File: config.mk
export PLATFORM = sky130hd
export DESIGN_NAME = delta_list_timer_manager_core
export DESIGN_NICKNAME = d
export VERILOG_FILES = /design/src/dltm_pkg.sv /design/src/delta_list_timer_manager_core.sv /design/src/dltm_slot_mem.sv /design/src/dltm_seq.sv
export SDC_FILE = /design/constraint.sdc
export NUM_CORES = 2
export LEC_CHECK = 0
export BUFFER_PORTS_ARGS = -buffer_cell sky130_fd_sc_hd__buf_4
export CAP_MARGIN = 20
export CORE_MARGIN = 2
export CORE_UTILIZATION = 45
export CTS_CLUSTER_DIAMETER = 120
export DETAILED_ROUTE_END_ITERATION = 8
export PLACE_DENSITY = 0.65
export SLEW_MARGIN = 20
export SYNTH_ARGS = -nofsm -noshare
export SYNTH_HDL_FRONTEND = slang
export SYNTH_HIERARCHICAL = 1
export SYNTH_SLANG_ARGS = --single-unit
File: constraint.sdc
create_clock -name clk -period 7.47 [get_ports clk]
set_input_delay 1.494 -clock clk [delete_from_list [all_inputs] [get_ports clk]]
set_output_delay 1.494 -clock clk [all_outputs]
set_load 0.05 [all_outputs]
File: src/dltm_pkg.sv
package dltm_pkg;
  localparam int MaxTimers = 16;
  localparam int IdxW = $clog2(MaxTimers);
  localparam int CntW = $clog2(MaxTimers + 1);
  localparam int MaxResults = 16;
  localparam int ResCntW = $clog2(MaxResults + 1);

  typedef enum logic [1:0] {
    CMD_TICK    = 2'd0,
    CMD_INSTALL = 2'd1,
    CMD_DELETE  = 2'd2,
    CMD_REFRESH = 2'd3
  } cmd_t;

  typedef enum logic [3:0] {
    ST_IDLE,
    ST_DEL_RD,
    ST_DEL_CHK,
    ST_DEL_FOLD,
    ST_DEL_SHIFT,
    ST_INS_CHK,
    ST_INS_RD,
    ST_INS_SCAN,
    ST_INS_SHIFT,
    ST_INS_FIX,
    ST_TICK_RD,
    ST_TICK_CHK,
    ST_RESULT
  } state_t;

  // Memory access request from the sequencer.
  typedef struct packed {
    logic            rd;
    logic [IdxW-1:0] rd_addr;
    logic            wr;
    logic [IdxW-1:0] wr_addr;
    logic [7:0]      wr_ident;
    logic [31:0]     wr_delta;
  } mem_req_t;
endpackage

File: src/delta_list_timer_manager_core.sv
// Delta-list timer manager: up to 16 one-shot timers kept in a single-port
// slot memory ordered by expiry. One command item is processed at a time;
// install scans the active entries and then moves entries up, delete
// searches the entries and then moves entries down, refresh does the two
// together, and a tick examines head entries. Expired timers are reported
// one item per expiry, up to 16 per tick, with the final report held back
// until the next head has been checked so that it can carry last.
module delta_list_timer_manager_core (
  input  logic        clk,
  input  logic        rst_n,
  input  logic        in_valid,
  output logic        in_stall,
  input  logic [1:0]  in_cmd,
  input  logic [7:0]  in_timer_id,
  input  logic [31:0] in_timeout_ticks,
  output logic        out_valid,
  input  logic        out_stall,
  output logic        out_kind,
  output logic        out_ok,
  output logic [7:0]  out_expired_id,
  output logic        out_last
);
  import dltm_pkg::*;

  mem_req_t    req;
  logic [7:0]  rd_ident;
  logic [31:0] rd_delta;

  dltm_seq u_seq (
    .clk, .rst_n, .in_valid, .in_stall, .in_cmd, .in_timer_id, .in_timeout_ticks,
    .out_valid, .out_stall, .out_kind, .out_ok, .out_expired_id, .out_last,
    .req, .rd_ident, .rd_delta
  );

  dltm_slot_mem u_mem (
    .clk, .req, .rd_ident, .rd_delta
  );
endmodule

File: src/dltm_slot_mem.sv
module dltm_slot_mem (
  input  logic              clk,
  input  dltm_pkg::mem_req_t req,
  output logic [7:0]        rd_ident,
  output logic [31:0]       rd_delta
);
  import dltm_pkg::*;

  logic [39:0] mem [MaxTimers];
  logic [39:0] rd_data_r;

  always_ff @(posedge clk) begin
    if (req.wr) begin
      mem[req.wr_addr] <= {req.wr_ident, req.wr_delta};
    end
    if (req.rd) begin
      rd_data_r <= mem[req.rd_addr];
    end
  end

  assign rd_ident = rd_data_r[39:32];
  assign rd_delta = rd_data_r[31:0];
endmodule

File: src/dltm_seq.sv
module dltm_seq (
  input  logic               clk,
  input  logic               rst_n,
  input  logic               in_valid,
  output logic               in_stall,
  input  logic [1:0]         in_cmd,
  input  logic [7:0]         in_timer_id,
  input  logic [31:0]        in_timeout_ticks,
  output logic               out_valid,
  input  logic               out_stall,
  output logic               out_kind,
  output logic               out_ok,
  output logic [7:0]         out_expired_id,
  output logic               out_last,
  output dltm_pkg::mem_req_t req,
  input  logic [7:0]         rd_ident,
  input  logic [31:0]        rd_delta
);
  import dltm_pkg::*;

  state_t           state_r, state_nxt;
  logic [CntW-1:0]  count_r, count_nxt;
  logic [CntW-1:0]  first_r, first_nxt;
  logic [CntW-1:0]  ptr_r, ptr_nxt;
  logic [CntW-1:0]  pos_r, pos_nxt;
  logic [1:0]       cmd_r, cmd_nxt;
  logic [7:0]       id_r, id_nxt;
  logic [31:0]      ticks_r, ticks_nxt;
  logic [32:0]      sum_r, sum_nxt;
  logic [32:0]      prefix_r, prefix_nxt;
  logic [31:0]      carry_r, carry_nxt;
  logic [7:0]       cid_r, cid_nxt;
  logic [ResCntW-1:0] nres_r, nres_nxt;
  logic             ov_r, ov_nxt;
  logic             ok_r, ok_nxt;
  logic             st_ok_r, st_ok_nxt;
  logic             kind_r, kind_nxt;
  logic [7:0]       eid_r, eid_nxt;
  logic             last_r, last_nxt;
  logic [32:0]      sum_add;
  logic [31:0]      nd;

  always_ff @(posedge clk) begin
    if (!rst_n) begin
      state_r <= ST_IDLE;
      count_r <= '0;
      first_r <= '0;
      ov_r    <= 1'b0;
    end else begin
      state_r <= state_nxt;
      count_r <= count_nxt;
      first_r <= first_nxt;
      ov_r    <= ov_nxt;
    end
    ptr_r <= ptr_nxt; pos_r <= pos_nxt; cmd_r <= cmd_nxt; id_r <= id_nxt;
    ticks_r <= ticks_nxt; sum_r <= sum_nxt; prefix_r <= prefix_nxt;
    carry_r <= carry_nxt; cid_r <= cid_nxt; nres_r <= nres_nxt; ok_r <= ok_nxt;
    st_ok_r <= st_ok_nxt;
    kind_r <= kind_nxt; eid_r <= eid_nxt; last_r <= last_nxt;
  end

  assign in_stall       = (state_r != ST_IDLE);
  assign out_valid      = ov_r;
  assign out_kind       = kind_r;
  assign out_ok         = ok_r;
  assign out_expired_id = eid_r;
  assign out_last       = last_r;
  assign sum_add = sum_r + {1'b0, rd_delta};
  assign nd      = ticks_r - prefix_r[31:0];

  always_comb begin
    state_nxt = state_r; count_nxt = count_r; first_nxt = first_r;
    ptr_nxt = ptr_r; pos_nxt = pos_r; cmd_nxt = cmd_r; id_nxt = id_r;
    ticks_nxt = ticks_r; sum_nxt = sum_r; prefix_nxt = prefix_r;
    carry_nxt = carry_r; cid_nxt = cid_r; nres_nxt = nres_r; ok_nxt = ok_r;
    st_ok_nxt = st_ok_r;
    kind_nxt = kind_r; eid_nxt = eid_r; last_nxt = last_r;
    ov_nxt = ov_r && out_stall;
    req = '0;
    case (state_r)
      ST_IDLE: begin
        if (in_valid) begin
          cmd_nxt = in_cmd;
          id_nxt = in_timer_id;
          ticks_nxt = (in_timeout_ticks == 32'd0) ? 32'd1 : in_timeout_ticks;
          ptr_nxt = '0;
          nres_nxt = '0;
          case (cmd_t'(in_cmd))
            CMD_TICK: begin
              ptr_nxt = first_r;
              state_nxt = (first_r < count_r) ? ST_TICK_RD : ST_IDLE;
            end
            CMD_INSTALL: state_nxt = ST_INS_CHK;
            default: state_nxt = ST_DEL_RD;
          endcase
        end
      end
      ST_DEL_RD: begin
        if (ptr_r >= count_r) begin
          st_ok_nxt = 1'b0;
          state_nxt = ST_RESULT;
        end else begin
          req.rd = 1'b1;
          req.rd_addr = ptr_r[IdxW-1:0];
          state_nxt = ST_DEL_CHK;
        end
      end
      ST_DEL_CHK: begin
        if (rd_ident == id_r) begin
          carry_nxt = rd_delta;
          pos_nxt = ptr_r;
          if (ptr_r < first_r) first_nxt = first_r - 1'b1;
          ptr_nxt = ptr_r + 1'b1;
          state_nxt = ST_DEL_FOLD;
        end else begin
          ptr_nxt = ptr_r + 1'b1;
          state_nxt = ST_DEL_RD;
        end
      end
      ST_DEL_FOLD: begin
        // ptr_r is the next entry above the removed one; it moves down one slot.
        if (ptr_r >= count_r) begin
          count_nxt = count_r - 1'b1;
          if (cmd_r == CMD_REFRESH) begin
            state_nxt = ST_INS_CHK;
          end else begin
            st_ok_nxt = 1'b1;
            state_nxt = ST_RESULT;
          end
        end else begin
          req.rd = 1'b1;
          req.rd_addr = ptr_r[IdxW-1:0];
          state_nxt = ST_DEL_SHIFT;
        end
      end
      ST_DEL_SHIFT: begin
        req.wr = 1'b1;
        req.wr_addr = ptr_r[IdxW-1:0] - 1'b1;
        req.wr_ident = rd_ident;
        req.wr_delta = rd_delta + carry_r;
        carry_nxt = '0;
        ptr_nxt = ptr_r + 1'b1;
        state_nxt = ST_DEL_FOLD;
      end
      ST_INS_CHK: begin
        if (count_r >= CntW'(MaxTimers)) begin
          st_ok_nxt = 1'b0;
          state_nxt = ST_RESULT;
        end else begin
          sum_nxt = '0;
          prefix_nxt = '0;
          ptr_nxt = first_r;
          pos_nxt = count_r;
          state_nxt = ST_INS_RD;
        end
      end
      ST_INS_RD: begin
        if (ptr_r >= count_r) begin
          ptr_nxt = count_r;
          state_nxt = ST_INS_SHIFT;
        end else begin
          req.rd = 1'b1;
          req.rd_addr = ptr_r[IdxW-1:0];
          state_nxt = ST_INS_SCAN;
        end
      end
      ST_INS_SCAN: begin
        sum_nxt = sum_add;
        if (sum_add > {1'b0, ticks_r}) begin
          pos_nxt = ptr_r;
          ptr_nxt = count_r;
          state_nxt = ST_INS_SHIFT;
        end else begin
          prefix_nxt = sum_add;
          ptr_nxt = ptr_r + 1'b1;
          state_nxt = ST_INS_RD;
        end
      end
      ST_INS_SHIFT: begin
        // Moves entries up from the top, one read and one write per step, then writes the new entry.
        if (ptr_r > pos_r) begin
          req.rd = 1'b1;
          req.rd_addr = ptr_r[IdxW-1:0] - 1'b1;
          state_nxt = ST_INS_FIX;
        end else begin
          req.wr = 1'b1;
          req.wr_addr = pos_r[IdxW-1:0];
          req.wr_ident = id_r;
          req.wr_delta = nd;
          count_nxt = count_r + 1'b1;
          st_ok_nxt = 1'b1;
          state_nxt = ST_RESULT;
        end
      end
      ST_INS_FIX: begin
        req.wr = 1'b1;
        req.wr_addr = ptr_r[IdxW-1:0];
        req.wr_ident = rd_ident;
        req.wr_delta = (ptr_r == pos_r + 1'b1) ? rd_delta - nd : rd_delta;
        ptr_nxt = ptr_r - 1'b1;
        state_nxt = ST_INS_SHIFT;
      end
      ST_TICK_RD: begin
        if (!ov_r || !out_stall) begin
          if (first_r >= count_r) begin
            state_nxt = ST_IDLE;
          end else begin
            req.rd = 1'b1;
            req.rd_addr = first_r[IdxW-1:0];
            state_nxt = ST_TICK_CHK;
          end
        end
      end
      ST_TICK_CHK: begin
        if (first_r == ptr_r && rd_delta != 32'd0 && rd_delta != 32'd1) begin
          req.wr = 1'b1;
          req.wr_addr = first_r[IdxW-1:0];
          req.wr_ident = rd_ident;
          req.wr_delta = rd_delta - 1'b1;
          state_nxt = ST_IDLE;
        end else if (first_r != ptr_r && rd_delta != 32'd0) begin
          state_nxt = ST_IDLE;
        end else begin
          if (first_r == ptr_r) begin
            req.wr = 1'b1;
            req.wr_addr = first_r[IdxW-1:0];
            req.wr_ident = rd_ident;
            req.wr_delta = '0;
          end
          first_nxt = first_r + 1'b1;
          if (nres_r < ResCntW'(MaxResults)) begin
            // Report is held one step so last can be known from the next head.
            if (nres_r != '0) ov_nxt = 1'b1;
            kind_nxt = 1'b1; ok_nxt = 1'b1; eid_nxt = cid_r;
            last_nxt = 1'b0;
            nres_nxt = nres_r + 1'b1;
            cid_nxt = rd_ident;
          end
          ptr_nxt = '1;
          state_nxt = ST_TICK_RD;
        end
        if (state_nxt == ST_IDLE && nres_r != '0) begin
          ov_nxt = 1'b1;
          last_nxt = 1'b1;
          kind_nxt = 1'b1; ok_nxt = 1'b1; eid_nxt = cid_r;
        end
      end
      ST_RESULT: begin
        if (!ov_r || !out_stall) begin
          ov_nxt = 1'b1;
          kind_nxt = 1'b0;
          ok_nxt = st_ok_r;
          eid_nxt = '0;
          last_nxt = 1'b1;
          state_nxt = ST_IDLE;
        end
      end
      default: state_nxt = ST_IDLE;
    endcase
    if (state_r == ST_TICK_CHK && state_nxt == ST_TICK_RD && nres_r == '0) begin
      ov_nxt = ov_r && out_stall;
    end
    if (state_r == ST_TICK_RD && state_nxt == ST_IDLE && nres_r != '0) begin
      ov_nxt = 1'b1;
      last_nxt = 1'b1;
      kind_nxt = 1'b1; ok_nxt = 1'b1; eid_nxt = cid_r;
    end
  end
endmodule

==> impl_metrics.toml <==
[outcome]
result_of_the_run = "completed"

[routing]
drt_iter0_markers = 2585
antenna_left = 0
route.vias.total = 26700
viasPerCell = 6.09
drt-total-wl_mm = 110
drc = 0
wirelength_per_cell_um = 25.0
drt_pre_antenna_iters = 5

[setup_path]
cp-end-kind = "register"
path_common_cell = "sky130_fd_sc_hd__a21o_1"
critical_path.startpoint_type = "register"
critical-path-slowest-cell = "sky130_fd_sc_hd__a31oi_2"
worst-endpoint-arrival_ns = 6.97
crit_type = "register to register"
worst-path-buf-inv = 1
cp_max_fo = 32
slowest_delay_ns = 0.64
cp.required_ns = 7.75
crit_chain = "ha_1, a21o_1, a21oi_1, nor2b_1, o31a_1, o21ai_0, a31oi_1, nor3_1, o21ai_0, xor2_1, ha_1, a21o_1, a21o_1, a21o_1, a221o_1, a21oi_1, a21oi_1, a31oi_2, nor2_1, nor2_2, buf_4"
worst_path_dominant_cell_family = "compound AO/OA/AOI/OAI gates"

[yosys]
synthesis.instances = 2980
yosys_most_used_dff = "sky130_fd_sc_hd__edfxtp_1"
ys.warnings.count = 6
sequential_share_of_the_synthesized_area_pct = 60.3
synth_edf_count = 851
yosys-top-cells-count = "851 x sky130_fd_sc_hd__edfxtp_1, 191 x sky130_fd_sc_hd__ha_1, 154 x sky130_fd_sc_hd__a21oi_1"
synthDistinctLibCells = 89
mappedNetlistNets = 3223
mappedNetlistArea_um2 = 43000
async_reset_ff_share_pct = 0
synthMostInstantiatedCell = "sky130_fd_sc_hd__edfxtp_1"
synth.ff_latch_count = 869
netlist.area_leader.share_pct = 59.5
post_synth.cell_area_avg_um2 = 14.4
yosysTopAreaCell = "sky130_fd_sc_hd__edfxtp_1"
synth_top_cells_by_area = "sky130_fd_sc_hd__edfxtp_1 59%, sky130_fd_sc_hd__ha_1 5.6%, sky130_fd_sc_hd__mux4_2 5.2%, sky130_fd_sc_hd__mux4_1 3.7%, sky130_fd_sc_hd__a21oi_1 1.8%"

[global_routing]
met1_resource_use_gr_pct = 31.4
antenna_found_initial = 0
gr-usage-met3_pct = 3.32
grt-ovfl-total = 0
globalRouteMet2Util_pct = 35.9
grt_pass1_wl_mm = 165
globalRouteTotalUtil_pct = 22.2
grt-busiest-layer = "met2"
vias_in_the_first_global_route = 26600
largest_net_degree_at_the_start_of_global_routing = 161

[power_and_ir_drop]
p_comb_share_pct = 36.7
vdd_ir_drop_max_mv = 0.242
pwr-share-clk_pct = 25.0
p_leak_nw = 17.0
p_sw_mw = 6.38
netSwitchingFraction_pct = 36.1
p_int_mw = 11.3
power_frac_seq_pct = 38.3
powerDensity_nw_per_um2 = 369

[job]
maxCapViolCount = 0

[die]
initial_utilization_pct = 45.3
floorplan.die.height_um = 313
die_area_um2 = 98000
dieWidth_um = 313
ioPinCount = 59
placeableCoreArea_um2 = 94900
rows = 113

[clock_tree]
cts_root_buffer = "sky130_fd_sc_hd__clkbuf_16"
htree_num_levels = 3
tritoncts = "built"
cts.path.max_buffers = 3
clock_latency_late_sink_ns = 0.68
cts_resized = 0
ctsHoldBuffers = 0
clk_pin_slew_ns = 0.07
cts.sinks = 869
postCtsSetupRepairBufs = 0
cts_bufs_inserted = 90

[finish]
post-route-cell-area_um2 = 47900
final_stage_net_count = 3295
finish.cell_count_without_fillers = 4392
syn_to_final_growth_pct = 11.5
layout.filler_cells = 7787
diodes = 0
post_route_cells_drive_above_1_share_pct = 13.8

[sta]
tightest_slew_ns = 1.16
final-hold-violation-count = 0
finalCritPeriodShare_pct = 89.5
setup-violations-final = 0
fin_tns_setup_ns = 0
rsz0062_at_grt = "no"
maximum_achievable_frequency_mhz = 150
report.final.slew_viol_count = 0
timing.slew.headroom_pct = 21.0
post-route-worst-setup-slack_ns = 0.785
final.min_clock_period_ns = 6.69
finClkSkew_ns = 0.0431

[placed_design]
post-dp-hpwl_mm = 70.5
gp_congestion = 0.926
numPortBuffers = 58
place_inst = 4221
dpl_cell_area_um2 = 45000
post-place-ws_ns = 0.879

[min_path]
worst_hold_path_type = "register to register"
registers in the layout (all words and copies together) (netlist names):
name	count
u_mem/mem	640
u_mem/rd_data_r	40
u_seq/carry_r	32
u_seq/cid_r	8
u_seq/cmd_r	2
u_seq/count_r	5
u_seq/first_r	5
u_seq/id_r	8
u_seq/nres_r	5
u_seq/out_expired_id	8
u_seq/out_kind	1
u_seq/out_last	1
u_seq/out_ok	1
u_seq/out_valid	1
u_seq/pos_r	5
u_seq/prefix_r	32
u_seq/ptr_r	5
u_seq/st_ok_r	1
u_seq/state_r	4
u_seq/sum_r	33
u_seq/ticks_r	32
placed cells by master, fill, tap and decap left out, drive strengths merged, types with 11 or more instances in the layout:
master / netlist / final
a31oi: 22 / 22
nand4: 28 / 28
nor2: 153 / 153
nor4: 26 / 26
o21bai: 15 / 15
a221o: 11 / 11
dfxtp: 18 / 18
o211ai: 16 / 16
clkinv: 1 / 53
nand3: 28 / 28
nor3: 44 / 44
ha: 191 / 191
o21ai: 109 / 109
a211oi: 18 / 18
o22ai: 16 / 16
xor2: 70 / 70
mux4: 160 / 160
and3b: 23 / 23
nand2b: 29 / 29
inv: 129 / 132
buf: 36 / 119
a21o: 80 / 80
a21oi: 154 / 154
mux2i: 25 / 25
xnor2: 82 / 82
mux2: 14 / 14
and2: 42 / 42
and3: 12 / 12
edfxtp: 851 / 851
or3: 14 / 14
nor2b: 41 / 41
a22oi: 90 / 90
a221oi: 11 / 11
nand2: 150 / 150
clkbuf: 105 / 103
o21a: 26 / 26
o221ai: 13 / 13
worst paths after layout:
kind | startpoint | endpoint | slack, ns | cells after the start
setup / recovery | u_mem/rd_data_r[1] | u_seq/prefix_r[20] | 0.78 | 21
hold / removal | u_seq/out_kind | u_seq/out_kind | 0.48 | 2
setup reg to reg | u_mem/rd_data_r[1] | u_seq/prefix_r[20] | 0.78 | 21
hold reg to reg | u_seq/out_kind | u_seq/out_kind | 0.48 | 2
area by class of cell:
| type | count | area (um2) | share of cell area (%) |
|---|---|---|---|
| sequential | 869 | 25900 | 54.1 |
| clock buffer | 101 | 2290 | 4.79 |
| timing repair buffer | 121 | 995 | 2.08 |
| clock inverter | 66 | 607 | 1.27 |
| multi-input combinational | 1840 | 16000 | 33.5 |
| inverter | 130 | 488 | 1.02 |
| tap | 1265 | 1580 | 3.30 |
metal layers:
metal  wire length, um  part of all wire [%]
met4              2970                   2.7
met5                 0                     0
met3              7160                   6.5
met2             51900                    47
met1             47700                    43
worst reg2reg max path: cells and delay by family (launching register included):
kind            cells  cell delay [ns]
xor+xnor            1             0.23
compound gates     13             3.60
simple gates        4             0.86
buf+inv             1             0.40
fa+ha+maj           2             0.64
flops               1             0.53
power groups by stage:
| stage | Sequential [mW] | Combinational [mW] | Clock (mW) |
|---|---|---|---|
| after global placement | 6.86 | 6.18 | 0 |
| final | 6.78 | 6.48 | 4.42 |
| after detailed placement | 6.87 | 6.37 | 0 |
| after CTS | 6.77 | 6.41 | 4.51 |
| after global routing | 6.82 | 7.08 | 4.69 |
| after floorplan | 6.70 | 4.63 | 0 |
logic make-up after synthesis:
| kind of cell | share of synthesized area [%] |
|---|---|
| and+or+nand+nor | 7.51 |
| muxes | 9.86 |
| xor gates and xnor gates | 3.10 |
| adders and majority gates | 5.84 |
| buffers and inverters | 2.89 |
| DFF | 60.3 |
| AOI/OAI and AO/OA | 10.5 |
per-stage QoR:
step           power [mW]  util (%)  hold slack, ns
6_report             17.7      50.5           0.482
5_1_grt              18.6      50.5           0.522
4_1_cts              17.7      50.4           0.479
3_5_place_dp         13.2      47.4           0.463
3_3_place_gp         13.0      47.4           0.466
2_1_floorplan        11.3         -           0.472
(Power assumes the default switching activity.)
